## src/design/assert_macros.svh

```systemverilog
// Assertion macros for the pressure compensation depth core.
// Every macro samples on clock and is disabled while reset is high.
`ifndef ASSERT_MACROS_SVH
`define ASSERT_MACROS_SVH

// Property that holds at every clock edge.
`define ASSERT_ALWAYS(label, prop, msg) \
   label: assert property (@(posedge clock) disable iff (reset) (prop)) else $error(msg);

// Consequence that holds in the same cycle as its antecedent.
`define ASSERT_IMPLY(label, ante, cons, msg) \
   label: assert property (@(posedge clock) disable iff (reset) (ante) |-> (cons)) \
      else $error(msg);

`endif

```

## src/design/pcd_pkg.sv

```systemverilog
// Package for the pressure compensation depth core: widths, constants,
// status and register codes, and the structs passed between pipeline parts.
package pcd_pkg;

   localparam int RAW_W       = 24;
   localparam int COEF_W      = 16;
   localparam int CSR_IDX_W   = 3;
   localparam int CSR_DATA_W  = 32;
   localparam int STATUS_W    = 2;

   localparam int DT_W        = 25;
   localparam int TPROD_W     = 42;
   localparam int TEMP_W      = 19;
   localparam int OFF_W       = 36;
   localparam int SENS_W      = 35;
   localparam int SLO_W       = 17;
   localparam int LOPP_W      = 41;
   localparam int HIPP_W      = 43;
   localparam int FULL_W      = 60;
   localparam int P_W         = 40;
   localparam int PEXT_W      = 56;
   localparam int PM_W        = 42;
   localparam int MPA_W       = 32;
   localparam int AIRK_W      = 24;
   localparam int AIRP_W      = 57;
   localparam int AIRS_W      = 31;
   localparam int RECIP_SHIFT = 44;
   localparam int RECIP_W     = 31;
   localparam int WPROD_W     = 62;
   localparam int QUOT_W      = 18;
   localparam int QM_W        = 32;
   localparam int DIV_W       = 14;

   localparam int COMP_STAGES  = 6;
   localparam int SCALE_STAGES = 2;
   localparam int DEPTH_STAGES = 4;

   localparam logic signed [TEMP_W-1:0] TEMP_BIAS           = 19'sd2000;
   localparam logic signed [PM_W-1:0]   LOW_RANGE_LIMIT_MPA = 42'sd130000000;
   localparam logic signed [MPA_W-1:0]  ATMO_MPA            = 32'sd101325000;
   localparam logic signed [AIRK_W-1:0] AIR_A               = -24'sd5588586;
   localparam logic signed [AIRP_W-1:0] AIR_B               = 57'sd566263523658885;
   localparam logic [DIV_W-1:0]         WATER_DIV           = 14'd10091;
   localparam logic [RECIP_W-1:0]       WATER_RECIP         =
      RECIP_W'((64'd1 << RECIP_SHIFT) / 64'd10091);

   localparam logic [STATUS_W-1:0] STATUS_OK   = 2'd0;
   localparam logic [STATUS_W-1:0] STATUS_ZERO = 2'd1;
   localparam logic [STATUS_W-1:0] STATUS_OVER = 2'd2;

   localparam logic [CSR_IDX_W-1:0] REG_SENS        = 3'd0;
   localparam logic [CSR_IDX_W-1:0] REG_OFFSET      = 3'd1;
   localparam logic [CSR_IDX_W-1:0] REG_SENS_TEMP   = 3'd2;
   localparam logic [CSR_IDX_W-1:0] REG_OFFSET_TEMP = 3'd3;
   localparam logic [CSR_IDX_W-1:0] REG_TREF        = 3'd4;
   localparam logic [CSR_IDX_W-1:0] REG_TEMP_SENS   = 3'd5;
   localparam logic [CSR_IDX_W-1:0] REG_MODE        = 3'd6;
   localparam logic [CSR_IDX_W-1:0] REG_PRESS_OFF   = 3'd7;

   typedef struct packed {
      logic [COEF_W-1:0]       sens_coef;
      logic [COEF_W-1:0]       offset_coef;
      logic [COEF_W-1:0]       sens_temp_coef;
      logic [COEF_W-1:0]       offset_temp_coef;
      logic [COEF_W-1:0]       tref_coef;
      logic [COEF_W-1:0]       temp_sens_coef;
      logic                    sensor_mode;
      logic signed [MPA_W-1:0] pressure_offset_mpa;
   } cfg_type;

   typedef struct packed {
      logic                     zero;
      logic signed [TEMP_W-1:0] temp;
      logic signed [P_W-1:0]    p;
   } comp_out_type;

   typedef struct packed {
      logic                     zero;
      logic                     over;
      logic signed [TEMP_W-1:0] temp;
      logic signed [MPA_W-1:0]  pr;
   } scale_out_type;

endpackage

```

## src/design/pcd_scale.sv

```systemverilog
// Millipascal scaling per sensor range, low range limit check and high range
// offset, over two register stages. Depends on pcd_pkg.
module pcd_scale
   import pcd_pkg::*;
(
   input  logic          clock,
   input  logic          reset,
   input  cfg_type       cfg,
   input  logic          in_valid,
   output logic          in_ready,
   input  comp_out_type  in_data,
   output logic          out_valid,
   input  logic          out_ready,
   output scale_out_type out_data
);

   logic [SCALE_STAGES-1:0] valid_ff;
   logic [SCALE_STAGES-1:0] valid_in;
   logic [SCALE_STAGES:0]   ready;

   logic signed [PEXT_W-1:0] pext;
   logic signed [PEXT_W-1:0] prod_hi;
   logic signed [PEXT_W-1:0] prod_lo;
   logic signed [PM_W-1:0]   pm_in;
   logic signed [PM_W-1:0]   pm1_ff;
   logic signed [TEMP_W-1:0] temp1_ff;
   logic                     zero1_ff;
   logic signed [MPA_W-1:0]  pr_in;
   logic                     over_in;
   scale_out_type            out2_ff;

   always_comb begin
      ready[SCALE_STAGES] = out_ready;
      for (int i = SCALE_STAGES - 1; i >= 0; i--) begin
         ready[i] = !valid_ff[i] || ready[i+1];
      end
   end

   assign valid_in = {valid_ff[SCALE_STAGES-2:0], in_valid};

   always_ff @(posedge clock) begin
      if (reset) begin
         valid_ff <= '0;
      end else begin
         for (int i = 0; i < SCALE_STAGES; i++) begin
            if (ready[i]) begin
               valid_ff[i] <= valid_in[i];
            end
         end
      end
   end

   // times 10000 and times 1000 as shift and add
   assign pext    = PEXT_W'(in_data.p);
   assign prod_hi = (pext <<< 13) + (pext <<< 10) + (pext <<< 9) + (pext <<< 8) + (pext <<< 4);
   assign prod_lo = (pext <<< 10) - (pext <<< 4) - (pext <<< 3);
   assign pm_in   = cfg.sensor_mode ? PM_W'(prod_hi >>> 13) : PM_W'(prod_lo >>> 15);

   assign over_in = !cfg.sensor_mode && (pm1_ff > LOW_RANGE_LIMIT_MPA);
   assign pr_in   = cfg.sensor_mode ? MPA_W'(pm1_ff) + cfg.pressure_offset_mpa : MPA_W'(pm1_ff);

   always_ff @(posedge clock) begin
      if (ready[0]) begin
         pm1_ff   <= pm_in;
         temp1_ff <= in_data.temp;
         zero1_ff <= in_data.zero;
      end
      if (ready[1]) begin
         out2_ff.zero <= zero1_ff;
         out2_ff.over <= over_in;
         out2_ff.temp <= temp1_ff;
         out2_ff.pr   <= pr_in;
      end
   end

   assign in_ready  = ready[0];
   assign out_valid = valid_ff[SCALE_STAGES-1];
   assign out_data  = out2_ff;

endmodule

```

## config.mk

```make
export PLATFORM = sky130hd
export DESIGN_NAME = pcd_scale
export DESIGN_NICKNAME = d
export VERILOG_FILES = /design/src/design/assert_macros.svh /design/src/design/pcd_pkg.sv /design/src/design/pcd_scale.sv
export SDC_FILE = /design/constraint.sdc
export NUM_CORES = 1
export LEC_CHECK = 0
export ABC_AREA = 1
export BUFFER_PORTS_ARGS = -buffer_cell sky130_fd_sc_hd__buf_2
export CAP_MARGIN = 5
export CORE_MARGIN = 2
export CORE_UTILIZATION = 30
export CTS_CLUSTER_SIZE = 8
export DETAILED_ROUTE_END_ITERATION = 16
export PLACE_DENSITY = 0.5
export SETUP_SLACK_MARGIN = 0.4
export SLEW_MARGIN = 20
export SYNTH_ARGS = -nofsm -noshare
export SYNTH_HDL_FRONTEND = slang
export SYNTH_SLANG_ARGS = --single-unit
export TNS_END_PERCENT = 10
```

## constraint.sdc

```tcl
create_clock -name clock -period 4.3 [get_ports clock]
set_clock_uncertainty 0.05 [all_clocks]
set_input_delay 0.215 -clock clock [delete_from_list [all_inputs] [get_ports clock]]
set_output_delay 0.215 -clock clock [all_outputs]
set_load 0.005 [all_outputs]
```

# After elaboration in Yosys (flattened, before gate mapping)

Cells that the tools add are included.
W data, S select, Z words.

Add/subtract/negate cells: 7
Order comparisons: 1
Muxes and demuxes: 2
Reductions and logical operators: 6

Operators by type and width:

| cell                   | count |
|---|---|
| $add A54 B49 Y55       | 1 |
| $add A55 B44 Y55       | 1 |
| $add A55 B48 Y55       | 1 |
| $add A53 B50 Y54       | 1 |
| $sub A51 B43 Y52       | 1 |
| $sub A50 B44 Y51       | 1 |
| $gt A42 B28 Y1 const B | 1 |
| $mux W42               | 1 |
| $add A32 B32 Y32       | 1 |
| $mux W32               | 1 |
| $logic_not A1 Y1       | 3 |
| $logic_or A1 B1 Y1     | 2 |
| $logic_and A1 B1 Y1    | 1 |

Register bits after elaboration: 117
Input port bits: 193
Output and inout bits: 55
Logic and storage cells: 25

# Longest topological paths before layout

Word-level depth: 5
Depth in mapped cells: 21
Depth with buffers taken out: 21

# Worst setup path after synthesis

Ideal clock, no wire load.

Path type: in2reg
Start point: input in_data[6] (netlist bit)
End point: register pm1_ff[35] (data pin)
Setup time: 0.254 ns
Data arrival time: 3.302 ns
Data required time: 3.996 ns
Path slack: 0.694 ns
Stages on the path: 17
Buffers on the path: 0
Path through: inv_1 fa_1 inv_1 fa_1 inv_1 fa_1 inv_1 ha_1 a21oi_1 a21boi_0 o21bai_1 nand2_1 nand3_1 nand2_1 nand3b_1 nand3_1 nand2_1

Cells in the longest elaborated chain, start to end: 5
Elaborated cells on any way between the ends: 7
Those cells by class: add/sub (6); mux (1)

Ends and longest elaborated chain:

| element              | line            | source |
|---|---|---|
| start, declared      | pcd_scale.sv:11 | `input comp_out_type in_data,` |
| $add A53 B50 Y54     | pcd_scale.sv:55 | `assign prod_hi = (pext <<< 13) + (pext <<< 10) + (pext <<< 9) + (pext <<< 8) + (pext <<< 4);` |
| $add A54 B49 Y55     | pcd_scale.sv:55 |  |
| $add A55 B48 Y55     | pcd_scale.sv:55 |  |
| $add A55 B44 Y55     | pcd_scale.sv:55 |  |
| $mux W42 *           | pcd_scale.sv:57 | `assign pm_in = cfg.sensor_mode ? PM_W'(prod_hi >>> 13) : PM_W'(prod_lo >>> 15);` |
| net pm_in[35]        | pcd_scale.sv:24 | `logic signed [PM_W-1:0] pm_in;` |
| end signal, assigned | pcd_scale.sv:64 | `pm1_ff <= pm_in;` |
| end, declared        | pcd_scale.sv:25 | `logic signed [PM_W-1:0] pm1_ff;` |

The timed path passes the listed nets; every way through them passes the cells marked *.
A chain may end at the register's enable or synchronous reset.

# Worst setup path in the final report

Start point: input in_data[24] (netlist bit)
End point: register pm1_ff[24] (data pin)

Same word-level chain as after synthesis.

==> load_flow_metrics.sql <==
INSERT INTO impl_metrics (metric_group, metric, value, unit) VALUES
('cts', 'post_cts.repair.setup_buffers', '0', ''),
('floorplan', 'fp-row-count', '86', ''),
('grt', 'first_pass_grt_wire_length', '93.16', 'mm'),
('min_path', 'min_delay_path_depth', '4', ''),
('sta', 'slew_violations', '0', ''),
('critical_path', 'critical-path-top-cell-by-count', 'sky130_fd_sc_hd__inv_1', ''),
('grt', 'via_count_of_the_first_global_routing_pass', '16845', ''),
('critical_path', 'worst-setup-path-type', 'in2reg', ''),
('detailed_routing', 'final_antenna_net_count', '0', ''),
('sta', 'worst_slew_pin_slew', '0.9247', 'ns'),
('pwr', 'power.leakage', '10.01', 'nW'),
('yosys', 'synth_net_count', '2824', ''),
('yosys', 'synth_top_family_by_area', 'adder cells', ''),
('critical_path', 'worst-r2r-setup-slack', '1.65', 'ns'),
('critical_path', 'worst-path-max-fanout', '5', ''),
('sta', 'final_critical_path_setup_slack', '0.4886', 'ns'),
('cts', 'clockBufferDepth', '2', ''),
('critical_path', 'data_required_time_of_the_worst_path', '4.40', 'ns'),
('sta', 'worst_slew_margin_rel', '38.35', '%'),
('placed_design', 'hpwlAfterDp', '53.91', 'mm'),
('yosys', 'synthSimpleGateAreaFrac', '26.02', '%'),
('grt', 'gr-total-overflow', '0', ''),
('finish', 'multi_input_comb_area', '0.01161', 'mm^2'),
('min_path', 'min-delay-start', 'cfg[0]', ''),
('detailed_routing', 'viasPerCell', '4.761', ''),
('grt', 'largest_net_degree_at_the_start_of_global_routing', '65', ''),
('yosys', 'synthFlopType', 'sky130_fd_sc_hd__edfxtp_1', ''),
('cts', 'clock_root_buffer', 'sky130_fd_sc_hd__clkbuf_16', ''),
('yosys', 'post_synthesis_instance_area', '0.01685', 'mm^2'),
('detailed_routing', 'post-route-drc-count', '0', ''),
('cts', 'clock_pin_slew_of_the_registers_on_the_worst_case_setup_and_hold_paths', '0.05', 'ns'),
('critical_path', 'worst_ep_arrival_time', '3.91', 'ns'),
('finish', 'register_area', '0.003493', 'mm^2'),
('placed_design', 'place.port_buffers', '151', ''),
('run_status', 'status', 'finished, final reports clean', ''),
('critical_path', 'worst_path_max_delay_cell', 'sky130_fd_sc_hd__fa_1', ''),
('detailed_routing', 'routedWlPerCell', '17.89', 'um'),
('yosys', 'postSynthAreaPerCell', '7.184', 'um^2'),
('yosys', 'synthAdderAreaFrac', '27.62', '%'),
('job', 'cap_violations', '0', ''),
('floorplan', 'core_region_area', '0.05531', 'mm^2'),
('cts', 'cts_sinks', '117', ''),
('finish', 'filler_cell_count', '6012', ''),
('placed_design', 'gp_congestion', '0.9301', ''),
('grt', 'initial_antenna_violation_count', '1', ''),
('grt', 'grt_use_total', '21.27', '%'),
('min_path', 'min_to', 'out_data[0]', ''),
('critical_path', 'rr_startpoint', 'pm1_ff[6]', ''),
('critical_path', 'critical_path.max_stage_delay', '0.56', 'ns'),
('finish', 'drive_gt1_share', '15.12', '%'),
('detailed_routing', 'via_count', '16289', ''),
('yosys', 'synth_seq_area_share', '20.73', '%'),
('yosys', 'synth_cells', '2346', ''),
('yosys', 'post_synth_xor_area_fraction', '1.507', '%'),
('floorplan', 'fp.dieW', '241.0', 'um'),
('yosys', 'synth_top_area_share', '20.49', '%'),
('detailed_routing', 'drt_iter0_markers', '1057', ''),
('pwr', 'total_power', '11.02', 'mW'),
('placed_design', 'detailedPlace.worstSlack', '0.003650', 'ns'),
('critical_path', 'critical_path_launch_point', 'in_data[24]', ''),
('yosys', 'synth.largest_area_cell', 'sky130_fd_sc_hd__edfxtp_1', ''),
('yosys', 'synth_top_cells_by_area', 'sky130_fd_sc_hd__edfxtp_1, sky130_fd_sc_hd__fa_1, sky130_fd_sc_hd__nand2_1, sky130_fd_sc_hd__ha_1, sky130_fd_sc_hd__inv_1', ''),
('sta', 'hold_ws', '0.1654', 'ns'),
('yosys', 'async_flop_share', '0', '%'),
('yosys', 'fraction_of_synthesized_area_in_multiplexers', '0.06682', '%'),
('yosys', 'yosysUniqueCellTypes', '48', ''),
('floorplan', 'die_area', '0.05809', 'mm^2'),
('critical_path', 'crit_path_start_kind', 'input pin', ''),
('cts', 'worstSkewPairLatency', '0.42', 'ns'),
('finish', 'area_growth', '21.13', '%'),
('pwr', 'power_per_unit_of_standard_cell_area', '540.0', 'mW/mm^2');
[through the flow]
step | utilization [%] | instances | cell area, um^2
after floorplan | - | 2346 | 16850
after global placement | 35.32 | 3366 | 19540
after detailed placement | 35.32 | 3366 | 19540
after CTS | 36.78 | 3420 | 20340
after global routing | 36.91 | 3420 | 20410
final | 36.91 | 3421 | 20410
[per-layer routing]
metal	global-route usage, %	vias to the layer above	share of wire (%)
met5	0	-	0.021
met3	1.270	56	3.5
met4	4.920	2	1.8
met1	27.67	7686	45
met2	38.51	370	49
li1	-	8175	-
[power by group]
| part | switching [mW] | internal, mW |
|---|---|---|
| combinational | 4.78 | 2.85 |
| sequential | 0.241 | 1.77 |
| clock | 0.458 | 0.927 |
[worst max-delay path by stage]
stage                       endpoint  slack [ns]  cells after the start
after detailed placement  pm1_ff[35]       0.004                     17
after floorplan           pm1_ff[35]        0.69                     17
after global routing      pm1_ff[41]        0.29                     20
after CTS                 pm1_ff[40]        0.45                     20
after global placement    pm1_ff[40]        0.05                     20
final                     pm1_ff[24]        0.49                     18
[flip-flops by register name, indices dropped and copies added (netlist names)]
signal / flops
out_data: 53
pm1_ff: 42
temp1_ff: 19
valid_ff: 2
zero1_ff: 1
[cells by family after synthesis]
group                      after synthesis
AOI/OAI and AO/OA                      408
xor gates and xnor gates                29
adders and majority gates              285
buffers and inverters                  487
DFF                                    117
muxes                                    1
and+or+nand+nor                       1019
[worst max-delay path: cells and delay by family]
family	cells	cell delay, ns
AND/OR/NAND/NOR	5	0.61
buffers and inverters	6	0.52
adder cells (fa/ha/maj)	4	2.00
AO/OA/AOI/OAI	3	0.53
[repair_timing]
action                                 CTS  global route
endpoints found under the hold margin   22             0
setup endpoints to repair                0            25
hold buffers                            22             0
gates resized for setup                  0            19
[layout make-up]
type	instances	share of cell area, %
timing repair buffer	310	9.880
inverter	471	8.660
clock inverter	4	0.3432
multi-input combinational	1742	56.88
sequential	117	17.11
tap	748	4.584
antenna	1	0.01226
clock buffer	28	2.531
[synthesized netlist by cell type (9+ instances only)]
| library cell | count |
|---|---|
| sky130_fd_sc_hd__a21o_1 | 14 |
| sky130_fd_sc_hd__a21oi_1 | 191 |
| sky130_fd_sc_hd__clkbuf_1 | 9 |
| sky130_fd_sc_hd__edfxtp_1 | 115 |
| sky130_fd_sc_hd__fa_1 | 145 |
| sky130_fd_sc_hd__ha_1 | 140 |
| sky130_fd_sc_hd__inv_1 | 464 |
| sky130_fd_sc_hd__nand2_1 | 506 |
| sky130_fd_sc_hd__nand2_2 | 21 |
| sky130_fd_sc_hd__nand3_1 | 126 |
| sky130_fd_sc_hd__nand3b_1 | 16 |
| sky130_fd_sc_hd__nand4_1 | 32 |
| sky130_fd_sc_hd__nor2_1 | 249 |
| sky130_fd_sc_hd__nor2_2 | 15 |
| sky130_fd_sc_hd__nor3_1 | 22 |
| sky130_fd_sc_hd__nor3_2 | 11 |
| sky130_fd_sc_hd__o21ai_0 | 134 |
| sky130_fd_sc_hd__o21ai_1 | 21 |
| sky130_fd_sc_hd__o21bai_1 | 17 |
| sky130_fd_sc_hd__xnor2_1 | 15 |
| sky130_fd_sc_hd__xor2_1 | 14 |
[placed cells by master (no fill, tap or decap), types with 115 or more instances in the layout]
cell                         n
sky130_fd_sc_hd__a21oi_1   187
sky130_fd_sc_hd__o21ai_0   130
sky130_fd_sc_hd__ha_1      135
sky130_fd_sc_hd__inv_1     463
sky130_fd_sc_hd__nand2_1   504
sky130_fd_sc_hd__buf_4     136
sky130_fd_sc_hd__nand3_1   124
sky130_fd_sc_hd__edfxtp_1  115
sky130_fd_sc_hd__nor2_1    247
sky130_fd_sc_hd__fa_1      145
sky130_fd_sc_hd__buf_2     151
(Power assumes the default switching activity.)
