File: src/design/assert_macros.svh
// Assertion macros for the pressure compensation depth core.
// Every macro samples on clock and is disabled while reset is high.
`ifndef ASSERT_MACROS_SVH
`define ASSERT_MACROS_SVH

// Property that holds at every clock edge.
`define ASSERT_ALWAYS(label, prop, msg) \
   label: assert property (@(posedge clock) disable iff (reset) (prop)) else $error(msg);

// Consequence that holds in the same cycle as its antecedent.
`define ASSERT_IMPLY(label, ante, cons, msg) \
   label: assert property (@(posedge clock) disable iff (reset) (ante) |-> (cons)) \
      else $error(msg);

`endif

File: src/design/pcd_pkg.sv
// Package for the pressure compensation depth core: widths, constants,
// status and register codes, and the structs passed between pipeline parts.
package pcd_pkg;

   localparam int RAW_W       = 24;
   localparam int COEF_W      = 16;
   localparam int CSR_IDX_W   = 3;
   localparam int CSR_DATA_W  = 32;
   localparam int STATUS_W    = 2;

   localparam int DT_W        = 25;
   localparam int TPROD_W     = 42;
   localparam int TEMP_W      = 19;
   localparam int OFF_W       = 36;
   localparam int SENS_W      = 35;
   localparam int SLO_W       = 17;
   localparam int LOPP_W      = 41;
   localparam int HIPP_W      = 43;
   localparam int FULL_W      = 60;
   localparam int P_W         = 40;
   localparam int PEXT_W      = 56;
   localparam int PM_W        = 42;
   localparam int MPA_W       = 32;
   localparam int AIRK_W      = 24;
   localparam int AIRP_W      = 57;
   localparam int AIRS_W      = 31;
   localparam int RECIP_SHIFT = 44;
   localparam int RECIP_W     = 31;
   localparam int WPROD_W     = 62;
   localparam int QUOT_W      = 18;
   localparam int QM_W        = 32;
   localparam int DIV_W       = 14;

   localparam int COMP_STAGES  = 6;
   localparam int SCALE_STAGES = 2;
   localparam int DEPTH_STAGES = 4;

   localparam logic signed [TEMP_W-1:0] TEMP_BIAS           = 19'sd2000;
   localparam logic signed [PM_W-1:0]   LOW_RANGE_LIMIT_MPA = 42'sd130000000;
   localparam logic signed [MPA_W-1:0]  ATMO_MPA            = 32'sd101325000;
   localparam logic signed [AIRK_W-1:0] AIR_A               = -24'sd5588586;
   localparam logic signed [AIRP_W-1:0] AIR_B               = 57'sd566263523658885;
   localparam logic [DIV_W-1:0]         WATER_DIV           = 14'd10091;
   localparam logic [RECIP_W-1:0]       WATER_RECIP         =
      RECIP_W'((64'd1 << RECIP_SHIFT) / 64'd10091);

   localparam logic [STATUS_W-1:0] STATUS_OK   = 2'd0;
   localparam logic [STATUS_W-1:0] STATUS_ZERO = 2'd1;
   localparam logic [STATUS_W-1:0] STATUS_OVER = 2'd2;

   localparam logic [CSR_IDX_W-1:0] REG_SENS        = 3'd0;
   localparam logic [CSR_IDX_W-1:0] REG_OFFSET      = 3'd1;
   localparam logic [CSR_IDX_W-1:0] REG_SENS_TEMP   = 3'd2;
   localparam logic [CSR_IDX_W-1:0] REG_OFFSET_TEMP = 3'd3;
   localparam logic [CSR_IDX_W-1:0] REG_TREF        = 3'd4;
   localparam logic [CSR_IDX_W-1:0] REG_TEMP_SENS   = 3'd5;
   localparam logic [CSR_IDX_W-1:0] REG_MODE        = 3'd6;
   localparam logic [CSR_IDX_W-1:0] REG_PRESS_OFF   = 3'd7;

   typedef struct packed {
      logic [COEF_W-1:0]       sens_coef;
      logic [COEF_W-1:0]       offset_coef;
      logic [COEF_W-1:0]       sens_temp_coef;
      logic [COEF_W-1:0]       offset_temp_coef;
      logic [COEF_W-1:0]       tref_coef;
      logic [COEF_W-1:0]       temp_sens_coef;
      logic                    sensor_mode;
      logic signed [MPA_W-1:0] pressure_offset_mpa;
   } cfg_type;

   typedef struct packed {
      logic                     zero;
      logic signed [TEMP_W-1:0] temp;
      logic signed [P_W-1:0]    p;
   } comp_out_type;

   typedef struct packed {
      logic                     zero;
      logic                     over;
      logic signed [TEMP_W-1:0] temp;
      logic signed [MPA_W-1:0]  pr;
   } scale_out_type;

endpackage

File: src/design/pcd_depth.sv
// Depth conversion: linear air formula and seawater division by reciprocal
// multiply with one correction step, ending in the result register. Depends on pcd_pkg.
module pcd_depth
   import pcd_pkg::*;
(
   input  logic                     clock,
   input  logic                     reset,
   input  logic                     in_valid,
   output logic                     in_ready,
   input  scale_out_type            in_data,
   output logic                     out_valid,
   input  logic                     out_ready,
   output logic [STATUS_W-1:0]      out_status,
   output logic signed [TEMP_W-1:0] out_temperature_centi,
   output logic signed [MPA_W-1:0]  out_pressure_mpa,
   output logic signed [MPA_W-1:0]  out_depth_mm
);

   logic [DEPTH_STAGES-1:0] valid_ff;
   logic [DEPTH_STAGES-1:0] valid_in;
   logic [DEPTH_STAGES:0]   ready;

   scale_out_type            item1_ff, item2_ff, item3_ff;
   logic                     air1_ff, air2_ff, air3_ff;
   logic signed [MPA_W-1:0]  n1_ff, n2_ff, n3_ff;
   logic signed [MPA_W-1:0]  n_in;
   logic signed [AIRP_W-1:0] airp1_ff;
   logic signed [AIRP_W-1:0] airp_in;
   logic signed [AIRP_W-1:0] airsum;
   logic signed [AIRS_W-1:0] airs2_ff;
   logic [WPROD_W-1:0]       wprod2_ff;
   logic [WPROD_W-1:0]       wprod_in;
   logic [QUOT_W-1:0]        q0_in;
   logic [QUOT_W-1:0]        q0_3_ff;
   logic [QM_W-1:0]          qm3_ff;
   logic [QM_W-1:0]          qm_in;
   logic signed [MPA_W-1:0]  dair3_ff;
   logic [QM_W-1:0]          rem;
   logic [QUOT_W-1:0]        quot;
   logic signed [MPA_W-1:0]  depth_sel;

   logic [STATUS_W-1:0]      status_ff;
   logic signed [TEMP_W-1:0] temp_ff;
   logic signed [MPA_W-1:0]  press_ff;
   logic signed [MPA_W-1:0]  depth_ff;

   always_comb begin
      ready[DEPTH_STAGES] = out_ready;
      for (int i = DEPTH_STAGES - 1; i >= 0; i--) begin
         ready[i] = !valid_ff[i] || ready[i+1];
      end
   end

   assign valid_in = {valid_ff[DEPTH_STAGES-2:0], in_valid};

   always_ff @(posedge clock) begin
      if (reset) begin
         valid_ff <= '0;
      end else begin
         for (int i = 0; i < DEPTH_STAGES; i++) begin
            if (ready[i]) begin
               valid_ff[i] <= valid_in[i];
            end
         end
      end
   end

   assign n_in     = in_data.pr - ATMO_MPA;
   assign airp_in  = in_data.pr * AIR_A;
   assign wprod_in = WPROD_W'(n1_ff[MPA_W-2:0]) * WPROD_W'(WATER_RECIP);
   assign airsum   = airp1_ff + AIR_B;
   assign q0_in    = wprod2_ff[WPROD_W-1:RECIP_SHIFT];
   assign qm_in    = QM_W'(q0_in) * QM_W'(WATER_DIV);
   assign rem      = QM_W'(n3_ff[MPA_W-2:0]) - qm3_ff;
   assign quot     = (rem >= QM_W'(WATER_DIV)) ? q0_3_ff + QUOT_W'(1) : q0_3_ff;
   assign depth_sel = air3_ff ? dair3_ff : $signed({{(MPA_W-QUOT_W){1'b0}}, quot});

   always_ff @(posedge clock) begin
      if (ready[0]) begin
         item1_ff <= in_data;
         air1_ff  <= in_data.pr < ATMO_MPA;
         n1_ff    <= n_in;
         airp1_ff <= airp_in;
      end
      if (ready[1]) begin
         item2_ff  <= item1_ff;
         air2_ff   <= air1_ff;
         n2_ff     <= n1_ff;
         airs2_ff  <= AIRS_W'(airsum >>> 26);
         wprod2_ff <= wprod_in;
      end
      if (ready[2]) begin
         item3_ff <= item2_ff;
         air3_ff  <= air2_ff;
         n3_ff    <= n2_ff;
         q0_3_ff  <= q0_in;
         qm3_ff   <= qm_in;
         dair3_ff <= -MPA_W'(airs2_ff);
      end
      if (ready[3]) begin
         if (item3_ff.zero) begin
            status_ff <= STATUS_ZERO;
            temp_ff   <= '0;
            press_ff  <= '0;
            depth_ff  <= '0;
         end else if (item3_ff.over) begin
            status_ff <= STATUS_OVER;
            temp_ff   <= '0;
            press_ff  <= '0;
            depth_ff  <= '0;
         end else begin
            status_ff <= STATUS_OK;
            temp_ff   <= item3_ff.temp;
            press_ff  <= item3_ff.pr;
            depth_ff  <= depth_sel;
         end
      end
   end

   assign in_ready              = ready[0];
   assign out_valid             = valid_ff[DEPTH_STAGES-1];
   assign out_status            = status_ff;
   assign out_temperature_centi = temp_ff;
   assign out_pressure_mpa      = press_ff;
   assign out_depth_mm          = depth_ff;

endmodule

File: config.mk
export PLATFORM = sky130hd
export DESIGN_NAME = pcd_depth
export DESIGN_NICKNAME = d
export VERILOG_FILES = /design/src/design/assert_macros.svh /design/src/design/pcd_pkg.sv /design/src/design/pcd_depth.sv
export SDC_FILE = /design/constraint.sdc
export NUM_CORES = 2
export LEC_CHECK = 0
export BUFFER_PORTS_ARGS = -buffer_cell sky130_fd_sc_hd__clkbuf_2
export CAP_MARGIN = 15
export CORE_MARGIN = 10
export CORE_UTILIZATION = 30
export CTS_BUF_LIST = sky130_fd_sc_hd__clkbuf_8
export DETAILED_ROUTE_END_ITERATION = 12
export PLACE_DENSITY = 0.44
export SLEW_MARGIN = 20
export SYNTH_ARGS = -nofsm -noshare
export SYNTH_HDL_FRONTEND = slang
export SYNTH_SLANG_ARGS = --single-unit
File: constraint.sdc
create_clock -name clock -period 10 [get_ports clock]
set_input_delay 0.5 -clock clock [delete_from_list [all_inputs] [get_ports clock]]
set_output_delay 0.5 -clock clock [all_outputs]
set_load 0.05 [all_outputs]
Word level (Yosys, flattened, before mapping)
Index checks and enable logic that the tools add are counted.
{"block": "op_classes", "n_mul": 3, "magnitude_cmp": 2, "n_bitwise": 1, "reduce_logical": 10, "add_sub_neg": 5, "n_mux": 3}
{"cell": "$mul 31x30->61 const B", "count": 1}
{"cell": "$add 57x51->57 const B", "count": 1}
{"cell": "$mul 32x23->55 const B", "count": 1}
{"cell": "$mux 18", "count": 2}
{"cell": "$ge 32x14->1 const B", "count": 1}
{"cell": "$lt 32x28->1 const B", "count": 1}
{"cell": "$mul 18x14->32 const B", "count": 1}
{"cell": "$neg 31->32", "count": 1}
{"cell": "$sub 31x32->32", "count": 1}
{"cell": "$sub 31x28->31 const B", "count": 1}
{"cell": "$add 18x1->18 const B", "count": 1}
{"cell": "$logic_not 1->1", "count": 4}
{"cell": "$logic_or 1x1->1", "count": 4}
{"cell": "$reduce_or 3->1", "count": 1}
{"cell": "$mux 2", "count": 1}
{"cell": "$reduce_or 2->1", "count": 1}
{"cell": "$not 1->1", "count": 1}
{"block": "totals", "reg_bits": 574, "elab_cells": 57}

Longest topological paths before layout
{"block": "depth", "ltp_word": 5, "mapped_depth": 28, "depth_no_buf": 27}

Least setup slack after synthesis
Ideal clock, no wire load.
{"block": "synth_path", "kind": "reg-to-reg", "from": "reg n1_ff[7]", "to": "reg wprod2_ff[60], data pin", "arrival_time_ps": 6499, "period_less_slack_ps": 6756, "path_slack_ps": 3244, "setup_ps": 258, "stages_incl_launch_ff": 25, "required_time_ps": 9742, "n_path_buf": 0, "cell_sequence": "edfxtp_1 -> ha_1 -> xor2_1 -> ha_1 -> or2_2 -> fa_1 -> inv_1 -> fa_1 -> inv_1 -> fa_1 -> fa_1 -> fa_1 -> ha_1 -> ha_1 -> inv_1 -> nor4_1 -> a211oi_1 -> a21oi_1 -> nor3_1 -> a211oi_1 -> o31ai_1 -> a21oi_1 -> o21a_1 -> nor2_1 -> xnor2_1"}
{"block": "synth_via", "elab_chain_cells": 1}
{"element": "start, declared", "line_no": "pcd_depth.sv:25", "source": "logic signed [MPA_W-1:0] n1_ff, n2_ff, n3_ff;"}
{"element": "start signal, assigned", "line_no": "pcd_depth.sv:82", "source": "n1_ff <= n_in;"}
{"element": "$mul 31x30->61", "line_no": "pcd_depth.sv:70", "source": "assign wprod_in = WPROD_W'(n1_ff[MPA_W-2:0]) * WPROD_W'(WATER_RECIP);"}
{"element": "net wprod_in[60]", "line_no": "pcd_depth.sv:32", "source": "logic [WPROD_W-1:0] wprod_in;"}
{"element": "end signal, assigned", "line_no": "pcd_depth.sv:90", "source": "wprod2_ff <= wprod_in;"}
{"element": "end, declared", "line_no": "pcd_depth.sv:31", "source": "logic [WPROD_W-1:0] wprod2_ff;"}
The timed path passes the listed nets, and every way through them passes these cells.
A chain may end at the register's enable or synchronous reset.

Worst setup path in the final report
{"block": "layout_path", "from": "reg n1_ff[7]", "to": "reg wprod2_ff[58], data pin"}
Same word-level chain as after synthesis.

==> results.md <==
* Status: completed
* Met1 global-route usage at 0.2167
* Row cnt at 159
* First-pass GRT wire length at 243.9 mm
* Mapped Area at 57050 um^2
* Clk_skew at 0.05626 ns
* Worst rel slew slack at 0.3157
* Area Growth Syn to Fin at 10.65%
* Clk slew on worst S/H paths at 0.06 ns
* Worst Setup End Kind: register
* Avg Cell Area, Syn at 11.52 um^2
* Post-DP HPWL at 134.3 mm
* Gr usage total at 0.1545
* Slew of the pin with the lowest slew margin at 1.026 ns
* Clk buf depth at 3
* RSZ-0062 raised after global routing: no
* Flop2flop setup slack at 1.66 ns
* Initial core utilization at 0.3028
* Number of filler cells placed in the layout at 19070
* Synth warn at 0
* Final net count at 6958
* Clk root buf: clkbuf_8
* Postcts setup bufs at 0
* DRC at 0
* Register area at 15540 um^2
* Vias at 34370
* Seq/Total Area, Yosys at 0.2725
* Number of flops mapped to enable cells by yosys at 515
* Avg WL per Cell at 20.48 um
* Met3 Use GR at 0.02587
* Core Area at 188400 um^2
* Async SR Flop Fraction at 0
* Initial antenna violation count at 14
* Vias per inst at 4.414
* Synth top area share at 0.3060
* Initial DRC count at 1845
* Largest net degree at the start of global routing at 121
* Final setup vio count at 0
* Clock latency on the worst-skew pair at 0.81 ns
* CTS buffer count at 96
* Antenna Nets Post-Route at 0
* Syn_nets at 6701
* Vias in the first global route at 37830
* IO buf count at 143
* Seq cells post-synth at 519
* CTS H-Tree Depth at 3
* Die Ht at 456.1 um
* Cell taking the most area after synthesis: fa_1
* Width of the die at 456.1 um
* CP Data Arrival Time at 8.87 ns
* Max-cap violations at 0
* Area of the multi-input gates at 36140 um^2
* Share of post-route cells with drive strength above 1 at 0.06393
* TritonCTS clock tree: done
* Synth cell types at 78
* Die ar. at 208000 um^2
* Clock sink count at 519
* Main synth FF type: edfxtp_1
* WS Path Type: register to register
* TNS Setup at 0 ns
* Final slew viol count at 0
* CP max FO at 11
* Hold/Removal Path Class: input pin to register
* GRT met2 Usage at 0.2497
* Crit path launch type: register
* Final Hold Viols at 0
* Critical Path RT at 10.53 ns
* GP Congestion at 0.8931
* Pre-Repair DR Iteration Count at 5
* Synth area leaders: fa_1, edfxtp_1, ha_1, inv_1, xnor2_1
* Cells after synthesis at 4952
* Top Ports at 144
* Drt total wl at 159.5 mm
* Max Freq at 119.9 MHz
* Fin crit period at 8.339 ns
* Grt ovf at 0
* GR peak layer: met2
* Final Cycle Share at 0.8339
-- through the flow --
step / setup WS [ns] / cell area, um^2 / hold WS, ns / util / cells
floorplan: 3.244 / 57050 / 0.4003 / - / 4952
global placement: 1.353 / 60970 / 0.4008 / 0.3237 / 7582
detailed placement: 1.301 / 60970 / 0.4045 / 0.3237 / 7582
CTS: 1.452 / 63110 / 0.03012 / 0.3350 / 7782
global route: 1.201 / 63120 / 0.08708 / 0.3350 / 7784
finish: 1.661 / 63120 / 0.1246 / 0.3351 / 7786
-- area by class of cell --
cell class / count / area share
antenna: 4 / 0.0001586
clock buffer: 97 / 0.02115
clock inverter: 79 / 0.008920
inverter: 1383 / 0.08236
multi-input combinational: 3010 / 0.5725
sequential: 519 / 0.2463
tap: 2495 / 0.04945
timing repair buffer: 199 / 0.01915
-- routing by layer --
layer / up-vias / wire length (um)
met5: - / 13
met4: 2 / 3039
met3: 170 / 6931
met2: 648 / 73670
met1: 17230 / 75830
li1: 16320 / -
-- synth_stat cells, types with 17 or more instances --
cell	count
inv_1	1383
fa_1	872
ha_1	820
edfxtp_1	515
xnor2_1	161
nor2_1	146
a21oi_1	120
o21ai_0	98
nand2_1	97
xor2_1	72
and2_1	71
a21o_1	61
nand3_1	47
and3_1	37
nor3_1	34
nor2b_1	33
o21a_1	33
clkbuf_1	31
a31oi_1	27
nand4_1	27
nand2b_1	25
a211oi_1	18
o21bai_1	18
nor4_1	17
-- critical path: stages (launching register included) --
cell      delay, ns
edfxtp_1       0.81
ha_1           0.41
xor2_1         0.20
buf_4          0.18
ha_1           0.17
or2_2          0.34
fa_1           0.54
inv_1          0.05
fa_1           0.56
inv_1          0.08
fa_1           0.49
fa_1           0.57
fa_1           0.41
ha_1           0.28
ha_1           0.29
inv_1          0.15
nor4_1         0.08
a211oi_1       0.77
a21oi_1        0.25
buf_4          0.22
nor3_1         0.12
a211oi_1       0.16
o31ai_1        0.31
nand2_1        0.16
a21o_1         0.20
a211oi_1       0.23
nor3_1         0.06
-- timing repair --
item | in CTS | in global routing
setup endpoints to repair | 0 | 0
gates resized for setup | 0 | 0
hold buffers | 24 | 0
hold endpoints to repair | 25 | 0
-- cell usage in the layout, fill, tap and decap left out, drive strengths merged, types with 8 or more instances in the layout --
cell type    Yosys  layout
nand4           27      27
xor2            72      72
a31oi           29      29
o21bai          18      18
or3             15      15
nand2           97      97
o41ai            8       8
ha             820     820
fa             872     872
nor2           146     146
and4             8       8
nor3            34      34
a21oi          121     121
and2            71      71
inv           1383    1416
clkbuf          31     240
mux2i           12      12
edfxtp         515     515
o21ai          106     106
xnor2          161     161
nor2b           33      33
nor4            17      17
o211ai           8       8
nand2b          25      25
or4              8       8
buf              9      32
dlygate4sd3      0      24
o21a            33      33
o31ai           14      14
a21o            61      61
or2             15      15
a211oi          19      19
and3            38      38
nand3           47      47
clkinv           0      37
-- cells by family (layout without fill, tap and decap cells) --
logic type      count (synthesis)  after routing  synth area share
xor+xnor                      233            233           0.03577
flops                         519            519            0.2725
other cells                     0              4                 0
buf+inv                      1423           1758           0.09440
mux                            15             15          0.002698
fa+ha+maj                    1698           1698            0.4869
compound gates                469            469           0.05341
simple gates                  595            595           0.05435
-- sequential cells by signal, indices dropped and copies added (netlist names), 32 cells and up --
signal	cells
airp1_ff	54
item1_ff	53
item2_ff	53
item3_ff	53
dair3_ff	32
out_depth_mm	32
out_pressure_mpa	32
-- worst paths after layout --
kind	start	endpoint	depth (start not counted)
worst min-delay path	in_data[28]	item1_ff[28]$_DFFE_PP_	1
worst max-delay path	n1_ff[7]$_DFFE_PP_	wprod2_ff[58]$_DFFE_PP_	26
worst min register to register	n2_ff[15]$_DFFE_PP_	n3_ff[15]$_DFFE_PP_	0
worst max register to register	n1_ff[7]$_DFFE_PP_	wprod2_ff[58]$_DFFE_PP_	26
Power is left out: the tool's default activity adds up to more than one toggle a clock period on the data nets, which glitch-free logic cannot reach.
